File: config.mk
export PLATFORM = sky130hd
export DESIGN_NAME = hall_sector_angle_estimator_flat
export DESIGN_NICKNAME = d
export VERILOG_FILES = /design/src/rtl/hsae_pkg.sv /design/src/rtl/hsae_chan_if.sv /design/src/rtl/hall_sector_angle_estimator.sv /design/src/rtl/hsae_serial_div.sv /design/src/rtl/hsae_serial_mul.sv /design/src/flat_wrapper.sv
export SDC_FILE = /design/constraint.sdc
export NUM_CORES = 1
export LEC_CHECK = 0
export ABC_AREA = 1
export BUFFER_PORTS_ARGS = -buffer_cell sky130_fd_sc_hd__clkbuf_2
export CAP_MARGIN = 20
export CORE_MARGIN = 2
export CORE_UTILIZATION = 48
export CTS_CLUSTER_SIZE = 28
export DETAILED_ROUTE_END_ITERATION = 8
export PLACE_DENSITY = 0.66
export SYNTH_ARGS = -nofsm -noshare
export SYNTH_HDL_FRONTEND = slang
export SYNTH_SLANG_ARGS = --single-unit
File: constraint.sdc
create_clock -name clk -period 6 [get_ports clk]
set_clock_uncertainty 0.1 [all_clocks]
set_input_delay 1.5 -clock clk [delete_from_list [all_inputs] [get_ports clk]]
set_output_delay 1.5 -clock clk [all_outputs]
set_load 0.01 [all_outputs]
File: src/rtl/hsae_pkg.sv
`default_nettype none
// ----------------------------------------------------------------------------
// hsae_pkg
// Constants, register codes and inter-module types for the hall sector
// angle estimator.
// ----------------------------------------------------------------------------
package hsae_pkg;

  localparam int FRACTION_BITS = 16;
  localparam int SECTORS       = 6;
  localparam int STEP_BITS     = 12;
  localparam int STEP_UNITS    = 4096;
  localparam int TURN_UNITS    = 24576;

  localparam int SECTOR_W  = 3;
  localparam int CODE_W    = 3;
  localparam int TABLE_W   = SECTORS * CODE_W;
  localparam int TICK_W    = 16;
  localparam int ACC_W     = 32;
  localparam int VEL_W     = 32;
  localparam int ANGLE_W   = 15;
  localparam int CFG_W     = 18;
  localparam int CFG_IDX_W = 2;

  // correction holds +/- one step with fraction bits, plus sign
  localparam int CORR_W  = FRACTION_BITS + STEP_BITS + 2;
  // dividend is |diff| * step << fraction bits
  localparam int Q_W     = SECTOR_W + STEP_BITS + FRACTION_BITS;
  localparam int QX_W    = (Q_W > VEL_W) ? Q_W : VEL_W;
  localparam int PROD_W  = VEL_W + TICK_W;
  localparam int SUM_W   = ((PROD_W > CORR_W) ? PROD_W : CORR_W) + 1;
  localparam int ASUM_W  = ANGLE_W + 1;
  localparam int DIV_CNT_W = $clog2(Q_W + 1);
  localparam int MUL_CNT_W = $clog2(TICK_W + 1);

  typedef logic [CFG_IDX_W-1:0] cfg_idx_t;

  localparam cfg_idx_t REG_HALL_CODE_TABLE = 2'd0;
  localparam cfg_idx_t REG_SENSOR_INVERTED = 2'd1;
  localparam cfg_idx_t REG_TICK_PERIOD     = 2'd2;

  localparam logic [TABLE_W-1:0] TABLE_RESET = TABLE_W'(183449);
  localparam logic [TICK_W-1:0]  TICK_RESET  = TICK_W'(100);

  localparam logic signed [CORR_W-1:0] STEP_FX = CORR_W'(STEP_UNITS) <<< FRACTION_BITS;
  localparam logic signed [SUM_W-1:0]  SAT_HI  = SUM_W'(STEP_UNITS) <<< FRACTION_BITS;
  localparam logic signed [SUM_W-1:0]  SAT_LO  = -SAT_HI;
  localparam logic [VEL_W-1:0]         VEL_MAX = {1'b0, {(VEL_W-1){1'b1}}};

  typedef struct packed {
    logic                start;
    logic [SECTOR_W-1:0] mag;
    logic [ACC_W-1:0]    divisor;
  } div_req_t;

  typedef struct packed {
    logic           done;
    logic [Q_W-1:0] quot;
  } div_rsp_t;

  typedef struct packed {
    logic                    start;
    logic signed [VEL_W-1:0] vel;
    logic [TICK_W-1:0]       tick;
  } mul_req_t;

  typedef struct packed {
    logic                     done;
    logic signed [PROD_W-1:0] prod;
  } mul_rsp_t;

  // saturate the quotient to the positive 32-bit range and apply direction
  function automatic logic signed [VEL_W-1:0] vel_from_quot(input logic [Q_W-1:0] q,
                                                            input logic neg);
    logic [QX_W-1:0]  qx;
    logic [VEL_W-1:0] mag;
    qx  = QX_W'(q);
    mag = (qx > QX_W'(VEL_MAX)) ? VEL_MAX : qx[VEL_W-1:0];
    return neg ? -$signed(mag) : $signed(mag);
  endfunction

endpackage
`default_nettype wire

File: src/rtl/hsae_chan_if.sv
`default_nettype none
// ----------------------------------------------------------------------------
// hsae channel interfaces
// Valid/ready channels for hall samples in and angle results out.
// ----------------------------------------------------------------------------
interface hsae_sample_if;
  import hsae_pkg::*;
  logic              valid;
  logic              ready;
  logic              command;
  logic [CODE_W-1:0] hall_code;

  modport source (output valid, command, hall_code, input ready);
  modport sink   (input valid, command, hall_code, output ready);
endinterface

interface hsae_angle_if;
  import hsae_pkg::*;
  logic               valid;
  logic               ready;
  logic [ANGLE_W-1:0] angle;
  logic               status;

  modport source (output valid, angle, status, input ready);
  modport sink   (input valid, angle, status, output ready);
endinterface
`default_nettype wire

File: src/rtl/hall_sector_angle_estimator.sv
`default_nettype none
// ----------------------------------------------------------------------------
// hall_sector_angle_estimator
// Decodes hall codes into sectors and interpolates the electrical angle
// between sector edges from a velocity estimate.
// ----------------------------------------------------------------------------
// Flow: an invalid code or zero command goes straight to the output state; a
//   sector change with no velocity update passes the angle state first; a
//   same-sector sample adds a serial multiply, a velocity update a serial divide.
// Throughput: one beat in flight; the next is taken the cycle after the result
//   is registered at the output, which waits while the output is stalled.
// Reset: synchronous; config takes defaults, state clears; result data not reset.
module hall_sector_angle_estimator (
  input  wire logic                                clk,
  input  wire logic                                rst,
  input  wire logic                                cfg_write,
  input  wire hsae_pkg::cfg_idx_t                  cfg_index,
  input  wire logic [hsae_pkg::CFG_W-1:0]          cfg_data,
  hsae_sample_if.sink                              samples,
  hsae_angle_if.source                             angles
);
  import hsae_pkg::*;

  localparam logic [2:0] S_IDLE = 3'd0;
  localparam logic [2:0] S_DIV  = 3'd1;
  localparam logic [2:0] S_MUL  = 3'd2;
  localparam logic [2:0] S_ANG  = 3'd3;
  localparam logic [2:0] S_OUT  = 3'd4;

  // configuration
  logic [TABLE_W-1:0] hall_code_table;
  logic               sensor_inverted;
  logic [TICK_W-1:0]  tick_period;

  // estimator state
  logic [2:0]                state;
  logic [SECTOR_W-1:0]       zero_offset;
  logic [SECTOR_W-1:0]       current_sector;
  logic signed [3:0]         previous_sector_step;
  logic [ACC_W-1:0]          period_accumulator;
  logic signed [VEL_W-1:0]   velocity_estimate;
  logic signed [CORR_W-1:0]  angle_correction;
  logic [ANGLE_W-1:0]        last_angle;
  logic                      vel_neg;

  logic [ANGLE_W-1:0]        res_angle;
  logic                      res_status;
  logic                      out_valid;
  logic [ANGLE_W-1:0]        out_angle;
  logic                      out_status;

  logic                      accept;
  logic                      dec_hit;
  logic [SECTOR_W-1:0]       dec;
  logic [SECTOR_W:0]         rel;
  logic [SECTOR_W-1:0]       sector;
  logic signed [3:0]         diff;
  logic                      same_dir;
  logic [SECTOR_W-1:0]       mag;
  logic                      div_go;
  logic [ACC_W:0]            acc_sum;
  logic signed [SUM_W-1:0]   corr_sum;
  logic signed [CORR_W-1:0]  corr_sat;
  logic signed [ASUM_W-1:0]  base;
  logic signed [ASUM_W-1:0]  asum;
  logic [ANGLE_W-1:0]        angle_now;

  div_req_t div_req;
  div_rsp_t div_rsp;
  mul_req_t mul_req;
  mul_rsp_t mul_rsp;

  always_ff @(posedge clk) begin
    if (rst) begin
      hall_code_table <= TABLE_RESET;
      sensor_inverted <= 1'b0;
      tick_period     <= TICK_RESET;
    end else if (cfg_write) begin
      unique case (cfg_index)
        REG_HALL_CODE_TABLE: hall_code_table <= cfg_data[TABLE_W-1:0];
        REG_SENSOR_INVERTED: sensor_inverted <= cfg_data[0];
        REG_TICK_PERIOD:     tick_period     <= cfg_data[TICK_W-1:0];
        default: ;
      endcase
    end
  end

  assign accept        = samples.valid && samples.ready;
  assign samples.ready = (state == S_IDLE);

  // lowest matching sector wins
  always_comb begin
    dec_hit = 1'b0;
    dec     = '0;
    for (int s = SECTORS - 1; s >= 0; s--) begin
      if (hall_code_table[CODE_W*s +: CODE_W] == samples.hall_code) begin
        dec_hit = 1'b1;
        dec     = SECTOR_W'(s);
      end
    end
  end

  always_comb begin
    rel      = {1'b0, dec} - {1'b0, zero_offset};
    sector   = rel[SECTOR_W] ? SECTOR_W'(rel + (SECTOR_W+1)'(SECTORS)) : rel[SECTOR_W-1:0];
    diff     = $signed({1'b0, sector}) - $signed({1'b0, current_sector});
    same_dir = (diff > 0 && previous_sector_step > 0) ||
               (diff < 0 && previous_sector_step < 0);
    mag      = diff[3] ? SECTOR_W'(-diff) : SECTOR_W'(diff);
    div_go   = (diff != 0) && (period_accumulator != '0) && (sector != '0) &&
               (current_sector != '0) && same_dir;
    acc_sum  = {1'b0, period_accumulator} + (ACC_W+1)'(tick_period);
  end

  assign div_req.start   = accept && dec_hit && !samples.command && div_go;
  assign div_req.mag     = mag;
  assign div_req.divisor = period_accumulator;

  assign mul_req.start = accept && dec_hit && !samples.command && (diff == 0);
  assign mul_req.vel   = velocity_estimate;
  assign mul_req.tick  = tick_period;

  hsae_serial_div u_div (
    .clk (clk),
    .rst (rst),
    .req (div_req),
    .rsp (div_rsp)
  );

  hsae_serial_mul u_mul (
    .clk (clk),
    .rst (rst),
    .req (mul_req),
    .rsp (mul_rsp)
  );

  // correction update, clamped to one step either way
  always_comb begin
    corr_sum = $signed({{(SUM_W-CORR_W){angle_correction[CORR_W-1]}}, angle_correction}) +
               $signed({{(SUM_W-PROD_W){mul_rsp.prod[PROD_W-1]}}, mul_rsp.prod});
    if (corr_sum > SAT_HI) begin
      corr_sat = STEP_FX;
    end else if (corr_sum < SAT_LO) begin
      corr_sat = -STEP_FX;
    end else begin
      corr_sat = corr_sum[CORR_W-1:0];
    end
  end

  // sector part is whole units, so floor of the correction can be taken first
  always_comb begin
    base = $signed({1'b0, current_sector, {STEP_BITS{1'b0}}});
    asum = (sensor_inverted ? -base : base) +
           $signed({{(ASUM_W-(CORR_W-FRACTION_BITS)){angle_correction[CORR_W-1]}},
                    angle_correction[CORR_W-1:FRACTION_BITS]});
    if (asum < 0) begin
      asum = asum + ASUM_W'(TURN_UNITS);
    end else if (asum >= $signed(ASUM_W'(TURN_UNITS))) begin
      asum = asum - ASUM_W'(TURN_UNITS);
    end
    angle_now = asum[ANGLE_W-1:0];
  end

  always_ff @(posedge clk) begin
    if (rst) begin
      state                <= S_IDLE;
      zero_offset          <= '0;
      current_sector       <= '0;
      previous_sector_step <= '0;
      period_accumulator   <= '0;
      velocity_estimate    <= '0;
      angle_correction     <= '0;
      last_angle           <= '0;
      out_valid            <= 1'b0;
    end else begin
      if (state == S_OUT && (!out_valid || angles.ready)) begin
        out_valid <= 1'b1;
      end else if (angles.ready) begin
        out_valid <= 1'b0;
      end
      unique case (state)
        S_IDLE: begin
          if (accept) begin
            if (!dec_hit) begin
              res_angle  <= last_angle;
              res_status <= 1'b1;
              state      <= S_OUT;
            end else if (samples.command) begin
              zero_offset    <= dec;
              current_sector <= '0;
              last_angle     <= '0;
              res_angle      <= '0;
              res_status     <= 1'b0;
              state          <= S_OUT;
            end else begin
              current_sector <= sector;
              if (diff != 0) begin
                previous_sector_step <= diff;
                state                <= div_go ? S_DIV : S_ANG;
                vel_neg              <= diff[3];
                if (period_accumulator != '0) begin
                  // reversal drops the velocity; sector zero keeps it
                  if (sector != '0 && current_sector != '0 && !same_dir) begin
                    velocity_estimate <= '0;
                  end
                  period_accumulator <= '0;
                  angle_correction   <= '0;
                end
              end else begin
                period_accumulator <= acc_sum[ACC_W] ? '1 : acc_sum[ACC_W-1:0];
                state              <= S_MUL;
              end
            end
          end
        end
        S_DIV: begin
          if (div_rsp.done) begin
            velocity_estimate <= vel_from_quot(div_rsp.quot, vel_neg);
            state             <= S_ANG;
          end
        end
        S_MUL: begin
          if (mul_rsp.done) begin
            angle_correction <= corr_sat;
            state            <= S_ANG;
          end
        end
        S_ANG: begin
          last_angle <= angle_now;
          res_angle  <= angle_now;
          res_status <= 1'b0;
          state      <= S_OUT;
        end
        S_OUT: begin
          if (!out_valid || angles.ready) begin
            out_angle  <= res_angle;
            out_status <= res_status;
            state      <= S_IDLE;
          end
        end
        default: state <= S_IDLE;
      endcase
    end
  end

  assign angles.valid  = out_valid;
  assign angles.angle  = out_angle;
  assign angles.status = out_status;

  a_corr_bounded: assert property (@(posedge clk) disable iff (rst)
    (angle_correction <= STEP_FX) && (angle_correction >= -STEP_FX))
    else $error("angle correction beyond one step");

  a_last_angle_in_turn: assert property (@(posedge clk) disable iff (rst)
    last_angle < ANGLE_W'(TURN_UNITS))
    else $error("stored angle outside one turn");

  a_sectors_in_range: assert property (@(posedge clk) disable iff (rst)
    (current_sector < SECTOR_W'(SECTORS)) && (zero_offset < SECTOR_W'(SECTORS)))
    else $error("sector or offset out of range");

  a_mul_done_in_mul: assert property (@(posedge clk) disable iff (rst)
    mul_rsp.done |-> (state == S_MUL))
    else $error("multiplier finished outside its wait state");

endmodule
`default_nettype wire

File: src/rtl/hsae_serial_div.sv
`default_nettype none
// ----------------------------------------------------------------------------
// hsae_serial_div
// Bit-serial restoring divider: one quotient bit per cycle, the sector step
// magnitude times step units << fraction bits, over the accumulated period.
// ----------------------------------------------------------------------------
module hsae_serial_div (
  input  wire logic               clk,
  input  wire logic               rst,
  input  wire hsae_pkg::div_req_t req,
  output      hsae_pkg::div_rsp_t rsp
);
  import hsae_pkg::*;

  logic                 busy;
  logic                 done;
  logic [DIV_CNT_W-1:0] cnt;
  logic [Q_W-1:0]       dvd;
  logic [ACC_W-1:0]     rem;
  logic [ACC_W-1:0]     divisor;
  logic [ACC_W:0]       trial;
  logic                 fits;

  assign trial = {rem, dvd[Q_W-1]};
  assign fits  = trial >= {1'b0, divisor};

  always_ff @(posedge clk) begin
    if (rst) begin
      busy <= 1'b0;
      done <= 1'b0;
      cnt  <= '0;
    end else begin
      done <= 1'b0;
      if (req.start) begin
        busy <= 1'b1;
        cnt  <= DIV_CNT_W'(Q_W);
      end else if (busy) begin
        cnt <= cnt - DIV_CNT_W'(1);
        if (cnt == DIV_CNT_W'(1)) begin
          busy <= 1'b0;
          done <= 1'b1;
        end
      end
    end
  end

  // dividend bits shift out the top while quotient bits shift in the bottom
  always_ff @(posedge clk) begin
    if (req.start) begin
      dvd     <= Q_W'(req.mag) << (STEP_BITS + FRACTION_BITS);
      rem     <= '0;
      divisor <= req.divisor;
    end else if (busy) begin
      rem <= fits ? ACC_W'(trial - {1'b0, divisor}) : trial[ACC_W-1:0];
      dvd <= {dvd[Q_W-2:0], fits};
    end
  end

  assign rsp.done = done;
  assign rsp.quot = dvd;

  a_rem_below_divisor: assert property (@(posedge clk) disable iff (rst)
    busy |-> (rem < divisor))
    else $error("divider remainder not below divisor");

endmodule
`default_nettype wire

File: src/rtl/hsae_serial_mul.sv
`default_nettype none
// ----------------------------------------------------------------------------
// hsae_serial_mul
// Shift-add multiplier: velocity times tick period, one multiplier bit
// per cycle.
// ----------------------------------------------------------------------------
module hsae_serial_mul (
  input  wire logic               clk,
  input  wire logic               rst,
  input  wire hsae_pkg::mul_req_t req,
  output      hsae_pkg::mul_rsp_t rsp
);
  import hsae_pkg::*;

  logic                 busy;
  logic                 done;
  logic [MUL_CNT_W-1:0] cnt;
  logic [PROD_W-1:0]    mcand;
  logic [TICK_W-1:0]    mplier;
  logic [PROD_W-1:0]    acc;

  always_ff @(posedge clk) begin
    if (rst) begin
      busy <= 1'b0;
      done <= 1'b0;
      cnt  <= '0;
    end else begin
      done <= 1'b0;
      if (req.start) begin
        busy <= 1'b1;
        cnt  <= MUL_CNT_W'(TICK_W);
      end else if (busy) begin
        cnt <= cnt - MUL_CNT_W'(1);
        if (cnt == MUL_CNT_W'(1)) begin
          busy <= 1'b0;
          done <= 1'b1;
        end
      end
    end
  end

  // multiplier is unsigned, so the two's complement sum stays exact
  always_ff @(posedge clk) begin
    if (req.start) begin
      mcand  <= {{(PROD_W-VEL_W){req.vel[VEL_W-1]}}, req.vel};
      mplier <= req.tick;
      acc    <= '0;
    end else if (busy) begin
      if (mplier[0]) begin
        acc <= acc + mcand;
      end
      mcand  <= mcand << 1;
      mplier <= mplier >> 1;
    end
  end

  assign rsp.done = done;
  assign rsp.prod = $signed(acc);

endmodule
`default_nettype wire

File: src/flat_wrapper.sv
// flat-port wrapper written by rule: the top's interface ports become plain ports
module hall_sector_angle_estimator_flat import hsae_pkg::*;
  (clk, rst, cfg_write, cfg_index, cfg_data, samples_valid, samples_command, samples_hall_code, samples_ready, angles_valid, angles_angle, angles_status, angles_ready);
  hsae_sample_if samples_i ();
  hsae_angle_if angles_i ();
  input  wire logic clk;
  input  wire logic rst;
  input  wire logic cfg_write;
  input  wire hsae_pkg::cfg_idx_t cfg_index;
  input  wire logic [hsae_pkg::CFG_W-1:0] cfg_data;
  input wire logic [$bits(samples_i.valid)-1:0] samples_valid;
  input wire logic [$bits(samples_i.command)-1:0] samples_command;
  input wire logic [$bits(samples_i.hall_code)-1:0] samples_hall_code;
  output wire logic [$bits(samples_i.ready)-1:0] samples_ready;
  output wire logic [$bits(angles_i.valid)-1:0] angles_valid;
  output wire logic [$bits(angles_i.angle)-1:0] angles_angle;
  output wire logic [$bits(angles_i.status)-1:0] angles_status;
  input wire logic [$bits(angles_i.ready)-1:0] angles_ready;
  assign samples_i.valid = samples_valid;
  assign samples_i.command = samples_command;
  assign samples_i.hall_code = samples_hall_code;
  assign samples_ready = samples_i.ready;
  assign angles_valid = angles_i.valid;
  assign angles_angle = angles_i.angle;
  assign angles_status = angles_i.status;
  assign angles_i.ready = angles_ready;
  hall_sector_angle_estimator u_core (.clk(clk), .rst(rst), .cfg_write(cfg_write), .cfg_index(cfg_index), .cfg_data(cfg_data), .samples(samples_i), .angles(angles_i));
endmodule
Word-level counts from Yosys, hierarchy flattened
Cells that the tools add are included.
Storage, ports and cells
  bits of input ports: 29
  logic and storage cells: 215
  bits in registers: 412
Cells by class
  add/subtract/negate cells: 15
  equal/unequal tests: 26
  magnitude comparators: 9
  reductions and logical operators: 50
  bitwise gates (word level): 4
  mux-type cells: 80
Operator list (count)
  $mux 32: 12
  $mux 30: 8
  $mux 15: 7
  $mux 48: 2
  $pmux 32 s2: 1
  $reduce_bool 32->1: 2
  $mux 31: 2
  $pmux 15 s2: 2
  $pmux 30 s2: 1
  $add 30x48->49: 1
  $gt 49x30->1 const B: 1
  $lt 49x29->1 const B: 1
  $add 48x48->48: 1
  $mux 16: 3
  $mux 3: 16
  $add 32x16->33: 1
  $ge 33x32->1: 1
  $logic_not 32->1: 1
  $neg 31->32: 1
  $sub 32x32->32: 1
  $ne 2x2->1 const B: 11
  $mux 5: 4
  $mux 1: 19
  $eq 3x3->1: 6
  other kinds (39): 79

Longest topological paths before layout
Gate-level depths: netlist of run 1.
  depth after elaboration: 23
  mapped depth: 25

By module
From an unflattened synthesis of run 1, not the netlist that was laid out.
Second synthesis, totals
  cells, all modules: 4775
  area, all modules: 30239.0 µm²
By module, submodules not included
  hall_sector_angle_estimator: cells each 2371, seq. area each 4154.0 µm², times used 1, area an instance 14689.1 µm²
  hsae_serial_mul: cells each 1446, seq. area each 3022.9 µm², times used 1, area an instance 9043.7 µm²
  hsae_serial_div: cells each 958, seq. area each 2392.3 µm², times used 1, area an instance 6506.2 µm²

Least setup slack after synthesis of run 1
Ideal clock, no wire load.
  path type: input to register
  start: in samples_hall_code[0]
  end: reg u_core.u_mul.mcand[0] (enable)
  data required time: 5476 ps
  path slack: -471 ps
  data arrival time: 5948 ps
  stages on the path: 21
  library setup time: 424 ps
  cells stage by stage: buf_2 > xnor2_1 > and3_1 > nand2_1 > nand2_1 > nand2_1 > nand2_1 > nand2_1 > ha_1 > fa_1 > nand3_1 > nand2_1 > fa_1 > inv_1 > ha_1 > nand3_2 > nor2_2 > inv_2 > buf_2 > buf_2 > nand2_1
On the way
  word-level cells in the longest chain between the ends: 14
  elaborated cells on any way between the ends: 27
  those cells by class: 3 x add/sub; 6 x eq/ne; 13 x mux; 5 x reduce/logical
Ends and longest elaborated chain
  start: declaration: RTL line flat_wrapper.sv:13  | input wire logic [$bits(samples_i.hall_code)-1:0] samples_hall_code;
  $eq 3x3->1: RTL line hall_sector_angle_estimator.sv:96  | if (hall_code_table[CODE_W*s +: CODE_W] == samples.hall_code) begin
  $mux 3 (5 in a row): RTL line hall_sector_angle_estimator.sv:96
  $mux 3 (*): RTL line hall_sector_angle_estimator.sv:96
  $sub 3x3->4 (*): RTL line hall_sector_angle_estimator.sv:104  | rel = {1'b0, dec} - {1'b0, zero_offset};
  $add 3x3->3: RTL line hall_sector_angle_estimator.sv:105  | sector = rel[SECTOR_W] ? SECTOR_W'(rel + (SECTOR_W+1)'(SECTORS)) : rel[SECTOR_W-1:0];
  $mux 3 (*): RTL line hall_sector_angle_estimator.sv:105
  $sub 3x3->4 (*): RTL line hall_sector_angle_estimator.sv:106  | diff = $signed({1'b0, sector}) - $signed({1'b0, current_sector});
  net u_core.diff[1]: RTL line hall_sector_angle_estimator.sv:57  | logic signed [3:0] diff;
  $logic_not 32->1 (*): RTL line hall_sector_angle_estimator.sv:119  | assign mul_req.start = accept && dec_hit && !samples.command && (diff == 0);
  $logic_and 1x1->1 (*): RTL line hall_sector_angle_estimator.sv:119
  $reduce_bool 2->1 (no source line) (*)
  end signal: assignment: RTL line hsae_serial_mul.sv:45  | mcand <= {{(PROD_W-VEL_W){req.vel[VEL_W-1]}}, req.vel};
  end signal: assignment: RTL line hsae_serial_mul.sv:52  | mcand <= mcand << 1;
  end: declaration: RTL line hsae_serial_mul.sv:18  | logic [PROD_W-1:0] mcand;
The timed path passes the listed nets; every way through them passes the cells marked *.
A chain may end at the register's enable or synchronous reset.

Final worst setup path of run 1
  start: in samples_hall_code[1]
  end: reg u_core.u_div.dvd[30], data pin
On the way
  word-level cells in the longest chain between the ends: 18
  elaborated cells on any way between the ends: 39
  those cells by class: 4 x add/sub; 2 x order compare; 6 x eq/ne; 15 x mux; 12 x reduce/logical
Ends and longest elaborated chain
  $eq 3x3->1: RTL line hall_sector_angle_estimator.sv:96
  $mux 3 (5 in a row): RTL line hall_sector_angle_estimator.sv:96
  $mux 3 (*): RTL line hall_sector_angle_estimator.sv:96
  $sub 3x3->4 (*): RTL line hall_sector_angle_estimator.sv:104
  $add 3x3->3: RTL line hall_sector_angle_estimator.sv:105
  $mux 3 (*): RTL line hall_sector_angle_estimator.sv:105
  $sub 3x3->4 (*): RTL line hall_sector_angle_estimator.sv:106
  net u_core.diff[1]: RTL line hall_sector_angle_estimator.sv:57
  $reduce_bool 32->1: RTL line hall_sector_angle_estimator.sv:110  | div_go = (diff != 0) && (period_accumulator != '0) && (sector != '0) &&
  $logic_and 1x1->1 (3 in a row): RTL line hall_sector_angle_estimator.sv:110
  $logic_and 1x1->1: RTL line hall_sector_angle_estimator.sv:111  | (current_sector != '0) && same_dir;
  $logic_and 1x1->1: RTL line hall_sector_angle_estimator.sv:115  | assign div_req.start = accept && dec_hit && !samples.command && div_go;
  $mux 31 (*): RTL line hsae_serial_div.sv:49  | if (req.start) begin
  end signal: assignment: RTL line hsae_serial_div.sv:50  | dvd <= Q_W'(req.mag) << (STEP_BITS + FRACTION_BITS);
  end signal: assignment: RTL line hsae_serial_div.sv:55  | dvd <= {dvd[Q_W-2:0], fits};
  end: declaration: RTL line hsae_serial_div.sv:18  | logic [Q_W-1:0] dvd;
Marks and branches as above.

==> metrics.md, run 1 <==
| Metric | Value |
|---|---|
| Startpoint Class | `primary input` |
| Post-DP Area | `around 29,000 um^2` |
| Clk Latency, worst-skew pair | `about 0.60 ns` |
| FILL cells | `about 5.7k` |
| Critical setup path kind | `primary input to flop` |
| Clock root buffer | `clkbuf_16` |
| # clock sinks | `412` |
| DRC errors left | `0` |
| Core ar. | `~57,000 um^2` |
| Fin util | `0.535` |
| Critical Path Most Common Cell | `nand2_1` |
| Placed insts | `between 4k and 5k` |
| Ant diodes | `0` |
| Setup bufs post-CTS | `0` |
| Starting DRT DRC Count | `between 1.5k and 2k` |
| H-tree Lvls | `2` |
| Post-route ant nets | `0` |
| Count of final setup violators | `0` |
| Area of the multi-input gates | `approximately 15,000 um^2` |
| Yosys top cell by area | `dfxtp_1` |
| Hold_buf cts | `0` |
| Slew @ Worst Pin | `roughly 1.1 ns` |
| Worst endpoint required time | `6.23 ns` |
| RSZ-0062 raised after global routing | `no` |
| # IOs | `47` |
| CTS tree | `built` |
| Family with the most delay on the worst path | `adder cells` |
| Endpoint class of the critical path | `flop` |
| Grt ovf | `0` |
| Via count | `between 20k and 30k` |
| Hpwl dp | `59,500 um` |
| DR vias/cell | `approximately 5.4` |
| Post-cts sizing count | `0` |
| Vias in the first global route | `between 20k and 25k` |
| Critical-path top delay cell | `fa_1` |
| Final nets | `4,192` |
| Avg WL per Cell | `approximately 16 um` |
| Syn_nets | `4,170` |
| First-pass GRT wire length | `about 130,000 um` |
| VDD IR-drop max | `around 0.27 mV` |
| Die width | `about 240 um` |
| WP buf/inv | `4` |
| PD cells | `about 350 nW/um^2` |
| Reg clk slew, reported paths | `around 0.060 ns` |
| CP cell instances | `clkbuf_2 -> xnor2_1 -> and3_1 -> nand2_1 -> nand2_1 -> nand2_1 -> nand2_1 -> nand2_1 -> ha_1 -> fa_1 -> nand3_1 -> nand2_1 -> fa_1 -> inv_1 -> ha_1 -> nand3_2 -> nand2_1 -> o31ai_1 -> o2111ai_1 -> nor2_4 -> nor2_2 -> inv_1 -> buf_12 -> o22ai_1` |
| Yosys cell types | `just over 60` |
| TritonCTS Buffers | `47` |
| Max cap viols | `0` |
| Seq cells post-synth | `about 410` |
| Antenna violations before repair | `0` |
| Leakage power total | `approximately 14 nW` |
| Tcrit/Tclk final | `0.900` |
| Die Y | `about 240 um` |
| EDFF count, synth | `about 130` |
| Row cnt | `87` |
| Fmax | `185 MHz` |
| Max incr delay on CP | `about 0.52 ns` |
| Setup WS pre-CTS | `-0.00569 ns` |
| Main flop type after synthesis | `dfxtp_1` |
| FFs w/ async S/R, synth | `0` |
| Worst EP arrival | `about 5.6 ns` |
| Max_slew headroom | `0.237` |
| Synthesized area | `between 20,000 and 30,000 um^2` |
| Total wire length | `a little under 80,000 um` |
| Design area | `between 30,000 and 40,000 um^2` |
| Area grow syn2layout | `9.72%` |
| Avg Inst Size Synth | `slightly below 7 um^2` |
| Outcome | `finished clean` |
| Max-slew violation count | `0` |
| Synth top area cells | `dfxtp_1, nand2_1, edfxtp_1` |
| Port bufs | `between 40 and 50` |
| Initial core utilization | `0.488` |
| Hold crit path type | `flop to flop` |
| Hold Fails Final Rpt | `0` |
| Final WS setup | `around 0.6 ns` |
| Post-synthesis sequential area ratio | `0.346` |
| Clock buffer depth | `3` |
| Setup TNS Final | `0 ns` |
| Pin count of the biggest net entering global routing | `between 70 and 80` |
| Share of layout cells above drive strength 1 | `0.0803` |
| DR pass1 iterations | `5` |
| Final Non-Filler Cells | `4,789` |
| Total GRT Usage | `0.258` |
| Sequential Area | `about 9600 um^2` |
| Die ar. | `a little under 60,000 um^2` |
| Min cycle time layout | `about 5.4 ns` |
| Ys Warns | `0` |
| Yosys top cell area share | `0.203` |
| Crit path max fanout | `33` |
| RePlAce Congestion | `around 0.98` |
| Post-Syn Instances | `around 4.0k` |
-- final timing paths --
kind | startpoint | end | depth (start not counted) | slack [ns]
max | samples_hall_code[1] | u_core.u_div.dvd[30] | 24 | 0.60
min | u_core.res_angle[4] | u_core.angles.angle[4] | 0 | 0.32
max reg2reg | u_core.hall_code_table[15] | u_core.u_div.dvd[30] | 23 | 1.35
min reg2reg | u_core.res_angle[4] | u_core.angles.angle[4] | 0 | 0.32
-- Yosys cell counts, drive strengths merged (4+ instances only) --
cell type  count
o31ai          5
nor3          54
ha           160
o22ai         32
o21ai        251
clkinv         5
nand3b        22
a21oi        359
a31oi         48
o2111ai        4
nor2         327
clkbuf        63
xor2          48
dfxtp        280
edfxtp       132
o21bai        26
nand2       1112
or2           21
a21boi        12
and2           6
a221oi         4
o211ai        25
nand4         47
a211oi        10
o21a          13
inv          553
nor4          21
xnor2         46
o221ai         5
buf           50
fa             7
a21o          17
nand3        198
-- through the flow --
step                hold WS [ns]  power [mW]
finish                     0.319        10.7
floorplan                  0.300        6.55
global route               0.327        11.4
global placement           0.301        7.62
CTS                        0.322        10.8
detailed placement         0.308        7.64
-- final cells by class --
| type | count | share of cell area |
|---|---|---|
| flip-flops and latches | 412 | 0.315 |
| clock buffers | 57 | 0.0417 |
| repair buffers | 86 | 0.0196 |
| inverters | 558 | 0.0691 |
| clock inverters | 29 | 0.0133 |
| well taps | 756 | 0.0312 |
| multi-input cells | 2891 | 0.510 |
-- state kept, by name, summed over array words and instances (netlist names), 3 cells and up --
register                     count
u_core.angle_correction         30
u_core.angles.angle             15
u_core.current_sector            3
u_core.hall_code_table          18
u_core.last_angle               15
u_core.period_accumulator       32
u_core.previous_sector_step      4
u_core.res_angle                15
u_core.state                     3
u_core.tick_period              16
u_core.u_div.cnt                 5
u_core.u_div.divisor            32
u_core.u_div.dvd                31
u_core.u_div.rem                32
u_core.u_mul.acc                48
u_core.u_mul.cnt                 5
u_core.u_mul.mcand              48
u_core.u_mul.mplier             16
u_core.velocity_estimate        32
u_core.zero_offset               3
-- cells in the final DEF, fill, tap and decap left out, types with 46 or more instances in the layout --
cell type  instances
a21oi_1          329
a31oi_1           48
clkbuf_16         48
dfxtp_1          280
edfxtp_1         132
ha_1             160
inv_1            539
nand2_1         1086
nand3_1          173
nand4_1           47
nor2_1           293
nor3_1            46
o21ai_0          239
xnor2_1           46
xor2_1            48
-- power breakdown --
group          total [mW]  leakage [nW]  internal [mW]  switching (mW)
Clock                3.09         0.810           1.86            1.23
Sequential           3.68          3.47           3.32           0.359
Combinational        3.97          9.67           1.34            2.63
-- layer usage --
layer | routed length, um | global-route usage
met5 | 0 | 0
met3 | 4400 | 0.0286
met4 | 1430 | 0.0577
met1 | 37100 | 0.368
met2 | 35000 | 0.420
-- cell families (layout without fill, tap and decap cells) --
| logic type | Yosys count | after routing | share of synthesized area |
|---|---|---|---|
| simple gates | 1812 | 1812 | 0.283 |
| buf+inv | 671 | 730 | 0.0955 |
| fa+ha+maj | 167 | 167 | 0.0774 |
| flops | 412 | 412 | 0.346 |
| xor+xnor | 94 | 94 | 0.0298 |
| compound gates | 818 | 818 | 0.169 |
-- worst register-to-register path, cell delays in order (launching register included) --
cell       delay, ns
dfxtp_1         0.38
xnor2_1         0.12
and3_1          0.19
nand2_1         0.06
nand2_1         0.05
nand2_1         0.04
nand2_1         0.05
nand2_1         0.06
ha_1            0.22
fa_1            0.45
nand3_1         0.15
nand2_1         0.13
fa_1            0.52
inv_1           0.06
ha_1            0.20
nand3_2         0.08
nand2_1         0.05
o31ai_1         0.27
o2111ai_1       0.25
nor2_4          0.35
nor2_2          0.15
inv_1           0.14
buf_12          0.20
o22ai_1         0.09
Note: power is estimated with default switching activity, not from simulation.
==> inputs of run 2 (changes only) <==
Settings changed: HOLD_SLACK_MARGIN from default to 0.03, PLACE_DENSITY 0.66 to 0.64.
Clock period 6 ns to 5.2 ns, I/O delays scaled along.
==> metrics.md, run 2 (synthesis gave the netlist of run 1 again) <==
| Metric | Value |
|---|---|
| Critical setup path kind | `primary input to flop` |
| Hold Fails Final Rpt | `0 (unchanged)` |
| Crit path max fanout | `18 (-45%)` |
| Tcrit/Tclk final | `0.924` |
| # clock sinks | `412 (unchanged)` |
| Fmax | `roughly 210 MHz` |
| Row cnt | `87 (unchanged)` |
| WP depth | `25 (+4.2%)` |
| Max_slew headroom | `0.391 (+0.154)` |
| Count of final setup violators | `0 (unchanged)` |
| R2r worst-path depth | `24 (+4.3%)` |
| Family with the most delay on the worst path | `adder cells` |
| Clk Latency, worst-skew pair | `0.60 ns (about the same)` |
| Die Y | `244 um (unchanged)` |
| Grt ovf | `0 (unchanged)` |
| Most common cell after layout, fill and taps aside | `nand2_1` |
| Port bufs | `46 (unchanged)` |
| Most frequent cells in the layout | `nand2_1, inv_1, a21oi_1` |
| Min cycle time layout | `4.81 ns` |
| VDD IR-drop max | `0.257 mV (-4.9%)` |
| Antenna violations before repair | `0 (unchanged)` |
| Pin count of the biggest net entering global routing | `65 (-11%)` |
| Endpoint class of the critical path | `flop` |
| Clock root buffer | `clkbuf_16` |
| Reg clk slew, reported paths | `0.07 ns (about the same)` |
| Starting DRT DRC Count | `1,844 (-6.9%)` |
| Max-slew violation count | `0 (unchanged)` |
| Setup TNS Final | `0 ns (unchanged)` |
| RePlAce Congestion | `0.957 (-2.1%)` |
| Total GRT Usage | `0.259 (+0.000951)` |
| Slew @ Worst Pin | `0.912 ns (-0.230 ns)` |
| Die ar. | `59,600 um^2 (unchanged)` |
| Worst EP arrival | `5.17 ns (-0.46 ns)` |
| Vias in the first global route | `24.0k (-0.31%)` |
| Core ar. | `56,700 um^2 (unchanged)` |
| PD cells | `405 nW/um^2 (+15%)` |
| CTS tree | `built` |
| Ant diodes | `0 (unchanged)` |
| Max cap viols | `0 (unchanged)` |
| H-tree Lvls | `2 (unchanged)` |
| Via count | `25.7k (-0.30%)` |
| Top flop regs | `u_core.u_mul.acc x48, u_core.u_mul.mcand x48` |
| Avg WL per Cell | `16.2 um (-0.70%)` |
| TritonCTS Buffers | `47 (unchanged)` |
| DR pass1 iterations | `5 (unchanged)` |
| Critical-path top delay cell | `fa_1` |
| DR vias/cell | `5.32 (-1.2%)` |
| Final nets | `4,235 (+1.0%)` |
| Max incr delay on CP | `0.57 ns (+0.05 ns)` |
| Area grow syn2layout | `11.2%` |
| Outcome | `finished clean` |
| Leakage power total | `14.2 nW (+1.5%)` |
| DRC errors left | `0 (unchanged)` |
| RSZ-0062 raised after global routing | `no` |
| Post-cts sizing count | `0 (unchanged)` |
| First-pass GRT wire length | `126,000 um (-0.22%)` |
| Startpoint Class | `primary input` |
| Critical Path Most Common Cell | `nand2_1` |
| Fin util | `0.542 (+0.00708)` |
| Clock buffer depth | `3 (unchanged)` |
| Share of layout cells above drive strength 1 | `0.0905 (+0.0101)` |
| WHS | `0.309 ns (-0.00981 ns)` |
| Post-route ant nets | `0 (unchanged)` |
| Die width | `244 um (unchanged)` |
| WP buf/inv | `5 (+1)` |
| Worst endpoint required time | `5.56 ns (-0.67 ns)` |
| Hold path cells | `0 (unchanged)` |
| Hold crit path type | `flop to flop` |
| Total wire length | `78,100 um (+0.23%)` |
| # IOs | `47 (unchanged)` |
| Hpwl dp | `60,700 um (+2.1%)` |
| Total Power | `12.5 mW (+16%)` |
| Initial core utilization | `0.488 (unchanged)` |
[run 2: changes by cell type in the layout (fill, tap and decap cells not counted), moves of 3 or more]
cell       delta
nand2_1       -3
buf_12        +8
clkinv_2      -5
bufinv_16     -3
clkbuf_1      +8
buf_4        +35
[run 2: worst paths after layout]
path / end / from / slack (ns)
worst min register to register: u_core.angles.angle[6] / u_core.res_angle[6] / 0.31
worst min-delay path: u_core.angles.angle[6] / u_core.res_angle[6] / 0.31
worst max-delay path: u_core.u_div.dvd[27] / samples_hall_code[1] / 0.39
worst max register to register: u_core.u_div.dvd[27] / u_core.hall_code_table[16] / 0.85
[run 2: where the power goes]
part / internal (mW) / switching [mW] / leakage, nW
Clock: 2.00 / 1.39 / 0.767
Sequential: 3.83 / 0.429 / 3.47
Combinational: 1.70 / 3.11 / 9.93
Total: 7.54 / 4.93 / 14.2
[run 2: final cells by class]
cell class | count | area [um^2]
Inverter | 558 | 2100
Multi-Input combinational cell | 2891 | 15500
Clock inverter | 24 | 303
Sequential cell | 412 | 9570
Clock buffer | 64 | 1280
Timing Repair Buffer | 129 | 1020
Fill cell | 5689 | 26000
Tap cell | 756 | 946
[run 2: repair_timing]
item / CTS / global route
hold buffers: 0 / 0
setup buffers: 0 / 1
endpoints found under the setup margin: 0 / 27
[run 2: stage by stage]
step / instances / instance area (um^2) / worst slack (ns)
floorplan: 3974 / 27800 / -0.0183
global placement: 4745 / 29200 / -0.238
detailed placement: 4745 / 29200 / -0.290
CTS: 4833 / 30700 / 0.317
global route: 4834 / 30700 / 0.0159
finish: 4834 / 30700 / 0.393
[run 2: per-layer routing]
| metal | global-route usage | routed length (um) |
|---|---|---|
| met3 | 0.0435 | 5150 |
| met1 | 0.361 | 36600 |
| met2 | 0.421 | 34800 |
| met5 | 0 | 0 |
| met4 | 0.0588 | 1520 |
